==> config.mk <==
export PLATFORM = sky130hd
export DESIGN_NAME = cpu6502_address_mode_unit
export DESIGN_NICKNAME = d
export VERILOG_FILES = /design/src/sv/amu_pkg.sv /design/src/sv/cpu6502_address_mode_unit.sv /design/src/sv/amu_resolve.sv
export SDC_FILE = /design/constraint.sdc
export NUM_CORES = 1
export LEC_CHECK = 0
export ABC_CLOCK_PERIOD_IN_PS = 3800
export BUFFER_PORTS_ARGS = -buffer_cell sky130_fd_sc_hd__clkbuf_2
export CAP_MARGIN = 5
export CORE_MARGIN = 2
export CORE_UTILIZATION = 50
export DETAILED_ROUTE_END_ITERATION = 10
export PLACE_DENSITY = 0.68
export SYNTH_ARGS = -nofsm -noshare
export SYNTH_HDL_FRONTEND = slang
export SYNTH_HIERARCHICAL = 1
export SYNTH_SLANG_ARGS = --single-unit
==> constraint.sdc <==
create_clock -name clk -period 3.8 [get_ports clk]
set_input_delay 0.76 -clock clk [delete_from_list [all_inputs] [get_ports clk]]
set_output_delay 0.76 -clock clk [all_outputs]
set_load 0.03 [all_outputs]
==> src/sv/amu_pkg.sv <==
`timescale 1ns / 1ps
`default_nettype none
// ----------------------------------------------------------------------------
// amu_pkg - shared types and constants of the 6502 address mode unit
// Function codes, sequencing phases and the state and result records.
// ----------------------------------------------------------------------------
package amu_pkg;

	localparam logic [3:0] FN_IMPL = 4'd0;
	localparam logic [3:0] FN_IMM  = 4'd1;
	localparam logic [3:0] FN_ZP   = 4'd2;
	localparam logic [3:0] FN_ZPX  = 4'd3;
	localparam logic [3:0] FN_ZPY  = 4'd4;
	localparam logic [3:0] FN_ABS  = 4'd5;
	localparam logic [3:0] FN_ABSX = 4'd6;
	localparam logic [3:0] FN_ABSY = 4'd7;
	localparam logic [3:0] FN_IND  = 4'd8;
	localparam logic [3:0] FN_INDX = 4'd9;
	localparam logic [3:0] FN_INDY = 4'd10;
	localparam logic [3:0] FN_DATA = 4'd11;

	localparam logic [15:0] PAGE_MASK = 16'h00FF;

	localparam logic [15:0] LEN_TWO   = 16'd2;
	localparam logic [15:0] LEN_THREE = 16'd3;

	typedef enum logic [2:0] {
		PH_IDLE   = 3'd0,
		PH_OP1    = 3'd1,
		PH_OP2    = 3'd2,
		PH_PTR_LO = 3'd3,
		PH_PTR_HI = 3'd4
	} phase_t;

	typedef struct packed {
		logic [3:0]  mode;
		logic [15:0] pc;
		logic [7:0]  x;
		logic [7:0]  y;
		phase_t      phase;
		logic [7:0]  low;
		logic [15:0] ptr;
	} amu_state_t;

	typedef struct packed {
		logic        has_res;
		logic        done;
		logic [15:0] address;
		logic [15:0] next_pc;
	} amu_result_t;

endpackage : amu_pkg
`default_nettype wire

==> src/sv/cpu6502_address_mode_unit.sv <==
`timescale 1ns / 1ps
`default_nettype none
// ----------------------------------------------------------------------------
// cpu6502_address_mode_unit - 6502 effective address sequencer
// Issues operand and pointer read requests and returns the effective address
// and the PC of the following opcode for the eleven addressing modes.
// ----------------------------------------------------------------------------
//  channel | handshake           | payload
//  --------+---------------------+---------------------------------------
//  input   | in_valid, in_ready  | func, pc, x, y, read_data
//  output  | out_valid, out_ready| done_res, address, next_pc
//
// One word is taken per cycle unless a waiting result stalls the input side; a
// result word is registered first in the input register, then in the result register.
// The step logic between those two registers sets the rate of one word a cycle.
// Reset clears the sequencer state, both valid flags and the phase to idle.
// A stalled result holds the input register; words that give no result still
// pass through while the result register waits.
// ----------------------------------------------------------------------------
module cpu6502_address_mode_unit import amu_pkg::*; (
	input  wire logic        clk,
	input  wire logic        arst_n,
	input  wire logic        in_valid,
	output logic             in_ready,
	input  wire logic [3:0]  func,
	input  wire logic [15:0] pc,
	input  wire logic [7:0]  x,
	input  wire logic [7:0]  y,
	input  wire logic [7:0]  read_data,
	output logic             out_valid,
	input  wire logic        out_ready,
	output logic             done_res,
	output logic [15:0]      address,
	output logic [15:0]      next_pc
);

	logic        valid_s1;
	logic [3:0]  func_s1;
	logic [15:0] pc_s1;
	logic [7:0]  x_s1;
	logic [7:0]  y_s1;
	logic [7:0]  data_s1;

	amu_state_t  state_q;
	amu_state_t  state_nxt;
	amu_result_t res;

	logic        out_valid_q;
	logic        done_q;
	logic [15:0] address_q;
	logic [15:0] next_pc_q;
	logic        advance;

	amu_resolve u_resolve (
		.func      (func_s1),
		.pc        (pc_s1),
		.x         (x_s1),
		.y         (y_s1),
		.read_data (data_s1),
		.st        (state_q),
		.st_nxt    (state_nxt),
		.res       (res)
	);

	assign advance  = valid_s1 && (!out_valid_q || out_ready || !res.has_res);
	assign in_ready = !valid_s1 || advance;

	always_ff @(posedge clk or negedge arst_n) begin
		if (!arst_n) begin
			valid_s1    <= 1'b0;
			state_q     <= '{mode: '0, pc: '0, x: '0, y: '0, phase: PH_IDLE,
			                 low: '0, ptr: '0};
			out_valid_q <= 1'b0;
		end else begin
			if (in_ready)
				valid_s1 <= in_valid;
			if (advance)
				state_q <= state_nxt;
			if (advance && res.has_res)
				out_valid_q <= 1'b1;
			else if (out_ready)
				out_valid_q <= 1'b0;
		end
	end

	always_ff @(posedge clk) begin
		if (in_valid && in_ready) begin
			func_s1 <= func;
			pc_s1   <= pc;
			x_s1    <= x;
			y_s1    <= y;
			data_s1 <= read_data;
		end
		if (advance && res.has_res) begin
			done_q    <= res.done;
			address_q <= res.address;
			next_pc_q <= res.next_pc;
		end
	end

	assign out_valid = out_valid_q;
	assign done_res  = done_q;
	assign address   = address_q;
	assign next_pc   = next_pc_q;

endmodule : cpu6502_address_mode_unit
`default_nettype wire

==> src/sv/amu_resolve.sv <==
`timescale 1ns / 1ps
`default_nettype none
// ----------------------------------------------------------------------------
// amu_resolve - one sequencing step of the address mode unit
// Takes one word and the current state, gives the next state and the result.
// ----------------------------------------------------------------------------
module amu_resolve import amu_pkg::*; (
	input  wire logic [3:0]  func,
	input  wire logic [15:0] pc,
	input  wire logic [7:0]  x,
	input  wire logic [7:0]  y,
	input  wire logic [7:0]  read_data,
	input  wire amu_state_t  st,
	output amu_state_t       st_nxt,
	output amu_result_t      res
);

	logic [15:0] word_addr;
	logic [15:0] ptr_next;
	logic [15:0] zp_x;
	logic [15:0] zp_y;

	assign word_addr = {read_data, st.low};
	assign ptr_next  = {st.ptr[15:8], st.ptr[7:0] + 8'd1};
	assign zp_x      = ({8'h00, read_data} + {8'h00, st.x}) & PAGE_MASK;
	assign zp_y      = ({8'h00, read_data} + {8'h00, st.y}) & PAGE_MASK;

	always_comb begin
		st_nxt = st;
		res    = '0;
		if (func <= FN_INDY) begin
			st_nxt.mode = func;
			st_nxt.pc   = pc;
			st_nxt.x    = x;
			st_nxt.y    = y;
			st_nxt.low  = '0;
			st_nxt.ptr  = '0;
			res.has_res = 1'b1;
			if (func == FN_IMPL) begin
				st_nxt.phase = PH_IDLE;
				res.done     = 1'b1;
				res.address  = '0;
				res.next_pc  = pc + 16'd1;
			end else if (func == FN_IMM) begin
				st_nxt.phase = PH_IDLE;
				res.done     = 1'b1;
				res.address  = pc + 16'd1;
				res.next_pc  = pc + 16'd2;
			end else begin
				st_nxt.phase = PH_OP1;
				res.address  = pc + 16'd1;
			end
		end else if (func == FN_DATA && st.phase != PH_IDLE) begin
			res.has_res = 1'b1;
			unique case (st.phase)
				PH_OP1: begin
					unique case (st.mode)
						FN_ZP: begin
							st_nxt.phase = PH_IDLE;
							res.done     = 1'b1;
							res.address  = {8'h00, read_data};
							res.next_pc  = st.pc + LEN_TWO;
						end
						FN_ZPX: begin
							st_nxt.phase = PH_IDLE;
							res.done     = 1'b1;
							res.address  = zp_x;
							res.next_pc  = st.pc + LEN_TWO;
						end
						FN_ZPY: begin
							st_nxt.phase = PH_IDLE;
							res.done     = 1'b1;
							res.address  = zp_y;
							res.next_pc  = st.pc + LEN_TWO;
						end
						FN_INDX: begin
							st_nxt.ptr   = zp_x;
							st_nxt.phase = PH_PTR_LO;
							res.address  = zp_x;
						end
						FN_INDY: begin
							st_nxt.ptr   = {8'h00, read_data};
							st_nxt.phase = PH_PTR_LO;
							res.address  = {8'h00, read_data};
						end
						default: begin
							st_nxt.low   = read_data;
							st_nxt.phase = PH_OP2;
							res.address  = st.pc + 16'd2;
						end
					endcase
				end
				PH_OP2: begin
					if (st.mode == FN_IND) begin
						st_nxt.ptr   = word_addr;
						st_nxt.phase = PH_PTR_LO;
						res.address  = word_addr;
					end else begin
						st_nxt.phase = PH_IDLE;
						res.done     = 1'b1;
						res.next_pc  = st.pc + LEN_THREE;
						if (st.mode == FN_ABSX)
							res.address = word_addr + {8'h00, st.x};
						else if (st.mode == FN_ABSY)
							res.address = word_addr + {8'h00, st.y};
						else
							res.address = word_addr;
					end
				end
				PH_PTR_LO: begin
					st_nxt.low   = read_data;
					st_nxt.phase = PH_PTR_HI;
					res.address  = ptr_next;
				end
				default: begin
					// Last pointer byte; JMP indirect counts three bytes of opcode.
					st_nxt.phase = PH_IDLE;
					res.done     = 1'b1;
					if (st.mode == FN_IND) begin
						res.address = word_addr;
						res.next_pc = st.pc + LEN_THREE;
					end else if (st.mode == FN_INDY) begin
						res.address = word_addr + {8'h00, st.y};
						res.next_pc = st.pc + LEN_TWO;
					end else begin
						res.address = word_addr;
						res.next_pc = st.pc + LEN_TWO;
					end
				end
			endcase
		end
	end

endmodule : amu_resolve
`default_nettype wire

==> results of run 1 <==
[per-stage QoR]
| step | hold WS (ps) | util (%) | area [µm²] | setup slack [ps] |
|---|---|---|---|---|
| 4_1_cts | 432 | 56.5 | 13300 | 672 |
| 3_3_place_gp | 539 | 54.1 | 12700 | 777 |
| 5_1_grt | 459 | 56.5 | 13300 | 597 |
| 2_1_floorplan | 464 | - | 12000 | 285 |
| 6_report | 426 | 56.5 | 13300 | 653 |
| 3_5_place_dp | 551 | 54.1 | 12700 | 820 |
[area by class of cell]
type | instances | area (µm²) | area share [%]
clock buffer | 17 | 425 | 3.21
clock inverter | 15 | 131 | 0.990
inverter | 21 | 78.8 | 0.594
multi-input combinational | 1072 | 7440 | 56.1
sequential | 142 | 3940 | 29.7
tap | 319 | 399 | 3.01
timing repair buffer | 135 | 846 | 6.38
[routing by layer]
layer,GRT usage (%),wire length (µm),up-vias
met4,11.5,1330,2
met1,48.1,18100,5575
met3,6.24,4190,104
li1,-,-,5109
met2,51.1,18900,677
met5,0,18,-
[power groups by stage]
stage / combinational (W) / clock, W / sequential (W)
6_report: 0.00209 / 0.00167 / 0.00219
5_1_grt: 0.00223 / 0.00175 / 0.00222
4_1_cts: 0.00204 / 0.00168 / 0.00218
3_3_place_gp: 0.00201 / 0 / 0.00220
3_5_place_dp: 0.00202 / 0 / 0.00221
2_1_floorplan: 0.00150 / 0 / 0.00205
[cell families (layout without fill, tap and decap cells)]
| kind of cell | after synthesis | after routing | share of synthesized area (%) |
|---|---|---|---|
| buffers and inverters | 131 | 188 | 5.08 |
| AO/OA/AOI/OAI | 382 | 382 | 23.8 |
| flip-flops | 142 | 142 | 32.9 |
| multiplexers | 54 | 54 | 4.84 |
| AND/OR/NAND/NOR | 520 | 520 | 23.3 |
| XOR/XNOR | 75 | 75 | 5.49 |
| adder cells (fa/ha/maj) | 41 | 41 | 4.54 |
[registers in the layout, indices dropped and copies added (netlist names)]
register and flops:
address 16, data_s1 8, func_s1 4, out_valid 1, y_s1 8, pc_s1 16, valid_s1 1, state_q 63
x_s1 8, next_pc 16, done_res 1
[layout by cell type, fill, tap and decap left out, drive strengths merged, types with 5 or more instances in the layout]
cell,count
xor2,42
and3,6
nor2,99
nor2b,13
a21oi,82
inv,28
o22ai,21
dfrtp,65
nand2b,77
mux2i,23
mux2,31
a22oi,6
a21boi,5
ha,37
nand4b,64
a21o,7
buf,54
o21ai,73
nand3,38
o221ai,6
a211o,7
edfxtp,77
nand4,13
o211ai,64
xnor2,33
o21bai,7
a211oi,18
nand2,145
a221oi,8
clkbuf,98
nor3,27
a221o,8
o311ai,5
or3,8
o21a,15
clkinv,5
and2,5
a31oi,14
[final timing paths]
path	from	cells past startpoint	end
worst max-delay path	state_q[25]	6	in_ready
worst min-delay path	arst_n	1	state_q[12]
worst max register to register	state_q[20]	8	address[15]
worst min register to register	state_q[14]	2	state_q[14]
max in group asynchronous	arst_n	2	state_q[52]
min in group clk	y[3]	1	y_s1[3]
==> key figures, run 1 <==
Status
  • Outcome: complete, no violations

STA
  • Final cycle utilization of the critical path: between 80% and 90%
  • Fin Setup TNS: 0 ps
  • Fmax: 0.318 GHz
  • Worst-margin pin slew: between 1000 and 1500 ps
  • Fin. Hold Viols: 0
  • Final-report max-slew violation count: 0
  • Fin crit period: roughly 3100 ps
  • Clk_skew: 20.4 ps
  • RSZ-0062 raised after global routing: false
  • Setup violators final: 0
  • Max_slew headroom: 33.3%

Synthesis
  • Post-synth top area share: approximately a fifth
  • Most common cell in the synthesized netlist: nand2_1
  • Post-synth EDFFs: between 70 and 80
  • Ys Warns: 6
  • Sequential cell area fraction in the yosys report: about a third
  • Synth top area cells: edfxtp_1 (19%), dfrtp_1 (14%), o211ai_2 (6.3%), nand4b_1 (4.7%), nand2_1 (4.5%)
  • Ys flop type: edfxtp_1
  • Netlist Area Pre-Place: roughly 12,000 µm²
  • Syn Area/Cell: 8.90 µm²
  • Leading area contributor after synthesis: edfxtp_1
  • Synth top cells by count: nand2_1 (145), nor2_1 (98), a21oi_1 (82), edfxtp_1 (77), nand2b_1 (77)
  • Library cells used by synthesis: 80
  • Syn_nets: roughly 1,400
  • Yosys reg bits: 142
  • Async S/R FF share, synth: 45.8%
  • Post-Synthesis Cells: 1,345

Global route
  • Vias in the first global route: roughly 11,000
  • Total gr overflow: 0
  • GRT Total Usage: 33.6%
  • Largest net degree at the start of global routing: 111
  • First-pass GRT wire length: 65.9 mm
  • Initial antenna violation count: 1

Pwr
  • Sequential power share: 36.9%
  • Power Internal: 0.00346 W
  • Power density over cell area: 449 nW/µm²
  • Maximum vdd drop: 0.247 mV
  • Switch Pwr: about 0.0025 W
  • Clk pwr share: 28.0%
  • Total Power: approximately 0.0060 W
  • Sw frac: 41.9%
  • LEAKAGE: 5.04 nW
  • Combinational share of power: 35.1%

Floorplan
  • Full die area: around 25,000 µm²
  • Die height: 159 µm
  • Core Region: 23,500 µm²
  • Rows: 56
  • IO Count: between 80 and 90
  • Starting Density: about 51%
  • Die X: around 160 µm

Setup path
  • CP required: 3040 ps
  • Crit path capture type: output pin
  • Slowest cell on crit path: dfrtp_1
  • CP Launch Type: flip-flop
  • Flop-to-flop setup slack: 690 ps
  • CP arrival: 2390 ps
  • Critical path class: flip-flop to output pin
  • Delay-heaviest family, CP: simple AND/OR/NAND/NOR gates
  • WP buf/inv: 2
  • Worst-path cell chain: or2_2 -> o21ai_1 -> buf_4 -> nand2b_2 -> nand3_1 -> clkbuf_2
  • Max Fanout on Critical Path: 13
  • Crit path largest cell delay: 560 ps

Finish
  • Diode count: 0
  • Fill count: 2,124
  • Final std cells w/o fill: 1,721
  • Nets: around 1,500
  • Area growth syn-to-layout: 10.8%
  • Layout cell share with drive strength beyond 1: 19.9%

Clock network
  • Clk pin slew, worst setup/hold paths: 70 ps
  • CTS tree: done
  • CTS resizes: 0
  • Worst skew pair latency: 440 ps
  • Num CTS Buffers: 17
  • Root buffer cell: clkbuf_16
  • Hold_buf cts: 0
  • CTS H-tree lvls: 4
  • Setup bufs post-CTS: 0
  • Maximum clock insertion buffer count: 2
  • Clock sink count: 142

Route
  • Routed wire per std cell: 24.7 µm
  • DR iter-0 viols: 1,433
  • Final ANT Viol Nets: 0
  • Drt drc: 0
  • Drt first pass iters: 10
  • Routed WL: 42.6 mm
  • Vias after detailed routing: around 11,000
  • Via density: 6.66

Placement
  • GPL Wtd Cong: approximately 1.0
  • Placed cells: 1,689
  • DP HPWL: 30.6 mm
  • IO Port Bufs: a little over 80

Hold path
  • HP Class: input pin to async pin

Run
  • Max-cap check violation count: 0
No activity file was read; power rests on OpenSTA's default activity.
==> run 2, diff against run 1 <==
--- a/config.mk
+++ b/config.mk
@@ -5,7 +5,8 @@
 export SDC_FILE = /design/constraint.sdc
 export NUM_CORES = 1
 export LEC_CHECK = 0
-export ABC_CLOCK_PERIOD_IN_PS = 3800
+export ABC_AREA = 1
+export ABC_CLOCK_PERIOD_IN_PS = 3300
 export BUFFER_PORTS_ARGS = -buffer_cell sky130_fd_sc_hd__clkbuf_2
 export CAP_MARGIN = 5
 export CORE_MARGIN = 2
==> constraint.sdc (replaced) <==
create_clock -name clk -period 3.3 [get_ports clk]
set_input_delay 0.66 -clock clk [delete_from_list [all_inputs] [get_ports clk]]
set_output_delay 0.66 -clock clk [all_outputs]
set_load 0.03 [all_outputs]
==> key figures, run 2 <==
Synthesis
  • Synth top area cells: edfxtp_1 (21%), nand2_1 (18%), dfrtp_1 (15%), nand3_1 (8.8%), a21oi_1 (4.9%)
  • Library cells used by synthesis: 46
  • Post-Synthesis Cells: 1,601
  • Combinational family with the most area after synthesis: simple AND/OR/NAND/NOR gates
  • Simple-gate area share of the yosys netlist: 34.1%
  • Synth Area in Compound Gates: 14.3%
  • Syn Area/Cell: 6.90 µm²
  • Xor/xnor share of the synthesized area: 3.17%
  • Most common cell in the synthesized netlist: nand2_1
  • Leading area contributor after synthesis: edfxtp_1
  • Ys Warns: 6
  • Synth top cells by count: nand2_1 (524), nand3_1 (194), inv_1 (135), a21oi_1 (109), nor2_1 (103)
  • Async S/R FF share, synth: a little under half
  • Post-synthesis mux area share: 0%
  • Syn_nets: 1,690
  • Adder-Cell Fraction of Synth Area: 4.91%
  • Post-synth top area share: 20.9%
  • Sequential cell area fraction in the yosys report: a little over a third
  • Post-synth EDFFs: 77
  • Yosys reg bits: 142
  • Ys flop type: edfxtp_1
  • Netlist Area Pre-Place: roughly 11,000 µm²

Finish
  • Layout cell share with drive strength beyond 1: 11.4%
  • Commonest non-fill, non-tap cells in the layout: nand2_1 (524), nand3_1 (194), inv_1 (134)
  • FF+latch area: 3940 µm²
  • Nets: 1,751
  • Area of the multi-input gates: 6260 µm²
  • Final non-filler cell area: 12,300 µm²
  • Max reg flops: 63
  • Most flops, register: state_q
  • Fill count: 2,172
  • Area growth syn-to-layout: 11.2%
  • Diode count: 0
  • Commonest non-fill, non-tap cell in the layout: nand2_1

Placement
  • IO Port Bufs: 82
  • DP HPWL: 29.8 mm
  • Area post-placement: around 12,000 µm²
  • GPL Wtd Cong: 1.03

Setup path
  • CP Launch Type: flip-flop
  • Crit path capture type: flip-flop
  • CP endpoint: address[8]
  • Critical path class: flip-flop to flip-flop
  • CP arrival: 2970 ps
  • CP required: around 3500 ps
  • Flop-to-flop setup slack: 490 ps
  • Setup crit start: state_q[17]
  • R2R cell count: 11
  • Max Fanout on Critical Path: 7
  • Worst r2r src: state_q[17]
  • Worst reg2reg path endpoint: address[8]

Floorplan
  • Core Region: 21,800 µm²
  • Starting Density: about half
  • Full die area: ~23,000 µm²
  • IO Count: slightly above 80
  • Die height: 153 µm
  • Die X: 153 µm
  • Rows: 54

Clock network
  • Setup bufs post-CTS: 0
  • Root buffer cell: clkbuf_16
  • CTS tree: done
  • CTS resizes: 0
  • Num CTS Buffers: 17
  • Worst skew pair latency: between 400 and 500 ps
  • Maximum clock insertion buffer count: 2
  • Clk pin slew, worst setup/hold paths: 70 ps
  • Clock sink count: 142
  • Hold_buf cts: 0
  • CTS H-tree lvls: 4

Route
  • Routed wire per std cell: 20.2 µm
  • Drt first pass iters: 6
  • Drt drc: 0
  • Via density: 5.92
  • Vias after detailed routing: 11,600
  • DR iter-0 viols: 1,432
  • Final ANT Viol Nets: 0
  • Routed WL: around 39 mm

Global route
  • Initial antenna violation count: 0
  • First-pass GRT wire length: 60.8 mm
  • Vias in the first global route: 10,400
  • GRT Total Usage: 33.7%
  • Total gr overflow: 0
  • Largest net degree at the start of global routing: 64

Pwr
  • LEAKAGE: 5.79 nW
  • Total Power: 0.00652 W
  • Power density over cell area: 530 nW/µm²
  • Maximum vdd drop: 0.363 mV

STA
  • Final-report max-slew violation count: 0
  • Worst-margin pin slew: ~810 ps
  • Setup violators final: 0
  • RSZ-0062 raised after global routing: false
  • Fin Setup TNS: 0 ps
  • Fin. Hold Viols: 0
  • Fin crit period: around 2800 ps
  • Final cycle utilization of the critical path: approximately 85%
  • Clk_skew: roughly 10 ps
  • Fmax: 0.355 GHz
  • Hold slack: 86.3 ps
  • Max_slew headroom: 46.0%

Status
  • Outcome: complete, no violations

Run
  • Max-cap check violation count: 0

Hold path
  • HP Class: input pin to async pin
[run 2: changes by cell type in the layout (fill, tap and decap cells not counted), moves of 31 or more]
cell	previous run	this run
nand2_1	145	524
mux2_2	31	0
nand4b_1	64	0
o211ai_2	60	0
nand2b_1	75	0
nand3_1	38	194
inv_1	21	134
[run 2: worst min-delay path by stage]
| stage | from | cells after the start | end | slack [ps] |
|---|---|---|---|---|
| 6_report | arst_n | 1 | state_q[23] | 90 |
| 4_1_cts | arst_n | 1 | state_q[23] | 80 |
| 5_1_grt | arst_n | 1 | state_q[9] | 80 |
| 2_1_floorplan | arst_n | 0 | out_valid | 360 |
| 3_5_place_dp | state_q[15] | 2 | state_q[15] | 490 |
| 3_3_place_gp | state_q[15] | 2 | state_q[15] | 480 |
[run 2: where the power goes]
part	total (W)	leakage (nW)	switching, W	internal, W
Combinational	0.00216	3.91	0.00149	0.000677
Clock	0.00195	0.280	0.000879	0.00107
Sequential	0.00241	1.60	0.000309	0.00210
[run 2: critical path, stage by stage (launching register included)]
cell	delay (ps)
dfrtp_1	540
inv_1	220
fa_1	490
o21ai_0	460
nand2_1	110
nand2_1	200
xor2_1	180
nand2_1	70
nand3_1	70
nand2_1	60
nand2_1	80
o21ai_0	80
[run 2: area by class of cell]
| cell class | instances | area share, % |
|---|---|---|
| flip-flops and latches | 142 | 32.0 |
| repair buffers | 105 | 4.95 |
| inverters | 149 | 4.56 |
| multi-input cells | 1247 | 50.9 |
| clock buffers | 18 | 3.49 |
| well taps | 280 | 2.85 |
| clock inverters | 14 | 1.20 |
[run 2: per-stage QoR]
stage / utilization, % / std cells / setup WS [ps]
4_1_cts: 56.5 / 1955 / 531
5_1_grt: 56.5 / 1955 / 275
3_3_place_gp: 53.9 / 1923 / 569
2_1_floorplan: - / 1601 / 253
3_5_place_dp: 53.9 / 1923 / 551
6_report: 56.5 / 1955 / 487
[run 2: kinds of logic (layout without fill, tap and decap cells)]
| logic type | after synthesis | count (layout) |
|---|---|---|
| simple gates | 883 | 883 |
| compound gates | 283 | 283 |
| buf+inv | 212 | 286 |
| flops | 142 | 142 |
| fa+ha+maj | 41 | 41 |
| xor+xnor | 40 | 40 |
[run 2: per-layer routing]
layer / track usage, % / wire (µm)
met5: 0 / 0
met1: 50.1 / 17000
met4: 9.70 / 876
met2: 49.0 / 16900
met3: 7.94 / 4590
==> run 3, diff against run 2 <==
--- a/config.mk
+++ b/config.mk
@@ -6,13 +6,14 @@
 export NUM_CORES = 1
 export LEC_CHECK = 0
 export ABC_AREA = 1
-export ABC_CLOCK_PERIOD_IN_PS = 3300
+export ABC_CLOCK_PERIOD_IN_PS = 2300
 export BUFFER_PORTS_ARGS = -buffer_cell sky130_fd_sc_hd__clkbuf_2
 export CAP_MARGIN = 5
 export CORE_MARGIN = 2
 export CORE_UTILIZATION = 50
 export DETAILED_ROUTE_END_ITERATION = 10
-export PLACE_DENSITY = 0.68
+export PLACE_DENSITY = 0.71
+export SKIP_LAST_GASP = 1
 export SYNTH_ARGS = -nofsm -noshare
 export SYNTH_HDL_FRONTEND = slang
 export SYNTH_HIERARCHICAL = 1
==> constraint.sdc (replaced) <==
create_clock -name clk -period 2.3 [get_ports clk]
set_input_delay 0.46 -clock clk [delete_from_list [all_inputs] [get_ports clk]]
set_output_delay 0.46 -clock clk [all_outputs]
set_load 0.03 [all_outputs]
==> key figures, run 3 (same netlist as run 2, synthesis figures left out) <==
Status
  • Outcome: complete, but fails checks
  • Failing checks: negative setup slack

Pwr
  • Clk pwr share: 27.9%
  • Maximum vdd drop: 0.452 mV
  • Switch Pwr: approximately 0.0040 W
  • Power density over cell area: 744 nW/µm²
  • Sequential power share: 33.5%
  • Combinational share of power: 38.6%
  • Sw frac: 39.6%
  • LEAKAGE: 6.37 nW
  • Power Internal: 0.00606 W

Finish
  • Area growth syn-to-layout: 22.1%
  • Max reg flops: 63
  • Final non-filler cell area: 13,500 µm²
  • Commonest non-fill, non-tap cell in the layout: nand2_1
  • Final std cells w/o fill: 2,072
  • Commonest non-fill, non-tap cells in the layout: nand2_1 (513), nand3_1 (191), inv_1 (131), buf_4 (131), a21oi_1 (106)
  • Nets: 1,867
  • Fill count: 2,022
  • Layout cell share with drive strength beyond 1: between 20% and 30%
  • Most flops, register: state_q

Clock network
  • Worst skew pair latency: about 420 ps
  • CTS H-tree lvls: 4
  • Maximum clock insertion buffer count: 2
  • Root buffer cell: clkbuf_16
  • Clock sink count: around 140
  • CTS tree: done
  • Num CTS Buffers: 17
  • Hold_buf cts: 0
  • Clk pin slew, worst setup/hold paths: 60 ps

Floorplan
  • Full die area: 23,300 µm²
  • Rows: 54
  • Core Region: 21,800 µm²
  • Starting Density: 50.8%
  • Die X: 153 µm
  • Die height: 153 µm
  • IO Count: 83

Setup path
  • CP Launch Type: flip-flop
  • CP arrival: 2500 ps
  • Flop-to-flop setup slack: -50 ps
  • Most frequent CP cell: nand3_1
  • Max Fanout on Critical Path: 4
  • Worst-path cell chain: ha_2 -> inv_1 -> fa_1 -> inv_2 -> or2_2 -> nand3_1 -> o211ai_1 -> o21ai_0 -> nand3_1 -> o21ai_1 -> nand2_1
  • Crit path capture type: flip-flop
  • Crit path largest cell delay: 460 ps
  • CP required: roughly 2500 ps
  • Critical path class: flip-flop to flip-flop
  • Slowest cell on crit path: edfxtp_1

STA
  • Clk_skew: 11.2 ps
  • Hold slack: 62.3 ps
  • Max_slew headroom: 50.5%
  • Fin. Hold Viols: 0
  • Fin Setup TNS: -54.8 ps
  • Final-report max-slew violation count: 0
  • Fmax: 0.426 GHz
  • Fin crit period: 2350 ps
  • Setup violators final: 2
  • Final cycle utilization of the critical path: 102%
  • RSZ-0062 raised after global routing: true
  • Setup ws final: -45.9 ps
  • Worst-margin pin slew: 740 ps

Global route
  • Largest net degree at the start of global routing: 64
  • Initial antenna violation count: 1
  • GRT Total Usage: 33.8%
  • First-pass GRT wire length: 61.8 mm
  • Vias in the first global route: ~11,000
  • Total gr overflow: 0

Route
  • Routed wire per std cell: 19.4 µm
  • Vias after detailed routing: 12,200
  • DR iter-0 viols: between 1,000 and 1,500
  • Via density: 5.90
  • Drt drc: 0
  • Drt first pass iters: 8
  • Final ANT Viol Nets: 0
  • Routed WL: 40.1 mm

Placement
  • Area post-placement: 12,500 µm²
  • Dpl ws: -61.8 ps
  • Placed cells: 2,019
  • DP HPWL: approximately 30 mm
  • GPL Wtd Cong: around 1
  • IO Port Bufs: 82

Hold path
  • HP Class: input pin to async pin

Run
  • Max-cap check violation count: 0
==> run 3: changes by cell type in the layout (fill, tap and decap cells not counted), sizes merged <==
cell      change
clkinv        -1
clkinvlp      +4
bufinv        +1
inv           -4
diode         +1
buf         +116
==> run 3: cell type report <==
type	count	area, µm²	area share (%)
Clock buffer	18	429	3.18
Inverter	149	568	4.21
Multi-Input combinational cell	1247	6490	48.1
Clock inverter	14	158	1.17
Sequential cell	142	3950	29.3
Tap cell	280	350	2.60
Timing Repair Buffer	221	1540	11.4
Antenna cell	1	2.50	0.0185
==> run 3: power by group through the flow <==
stage	combinational, W	sequential [W]	clock, W
2_1_floorplan	0.00214	0.00341	0
6_report	0.00388	0.00336	0.00280
3_5_place_dp	0.00352	0.00337	0
4_1_cts	0.00355	0.00332	0.00283
5_1_grt	0.00419	0.00339	0.00294
3_3_place_gp	0.00349	0.00336	0
==> run 3: worst paths after layout <==
path,from,end,cells after the start
worst max-delay path,data_s1[0],address[2],11
worst min-delay path,arst_n,state_q[41],1
worst max register to register,data_s1[0],address[2],11
worst min register to register,state_q[15],state_q[15],2
max in group asynchronous,arst_n,state_q[56],2
min in group clk,pc[2],pc_s1[2],1
==> run 3: critical path, delay by kind of cell, from the launching register on <==
| family | cells | cell delay, ps |
|---|---|---|
| buffers and inverters | 2 | 130 |
| adder cells (fa/ha/maj) | 2 | 440 |
| AND/OR/NAND/NOR | 4 | 610 |
| flip-flops | 1 | 460 |
| AO/OA/AOI/OAI | 3 | 430 |
==> run 3: metrics by stage <==
stage          power [W]  utilization [%]
4_1_cts          0.00971             60.3
3_5_place_dp     0.00689             57.4
6_report          0.0100             62.0
2_1_floorplan    0.00555                -
3_3_place_gp     0.00685             57.4
5_1_grt           0.0105             62.0
==> run 3: per-layer routing <==
layer  global-route usage (%)  up-vias  wire [µm]
li1                         -     5711          -
met1                     49.8     5627      17000
met2                     49.0      775      16700
met3                     8.36      115       5080
met4                     10.6        0       1300
met5                        0        -          0
==> run 3: what timing repair did <==
action | 4_1_cts | 5_1_grt
pin swaps | 0 | 11
resized for setup | 7 | 68
hold endpoints to repair | 0 | 0
setup buffers | 3 | 17
endpoints found under the setup margin | 5 | 36
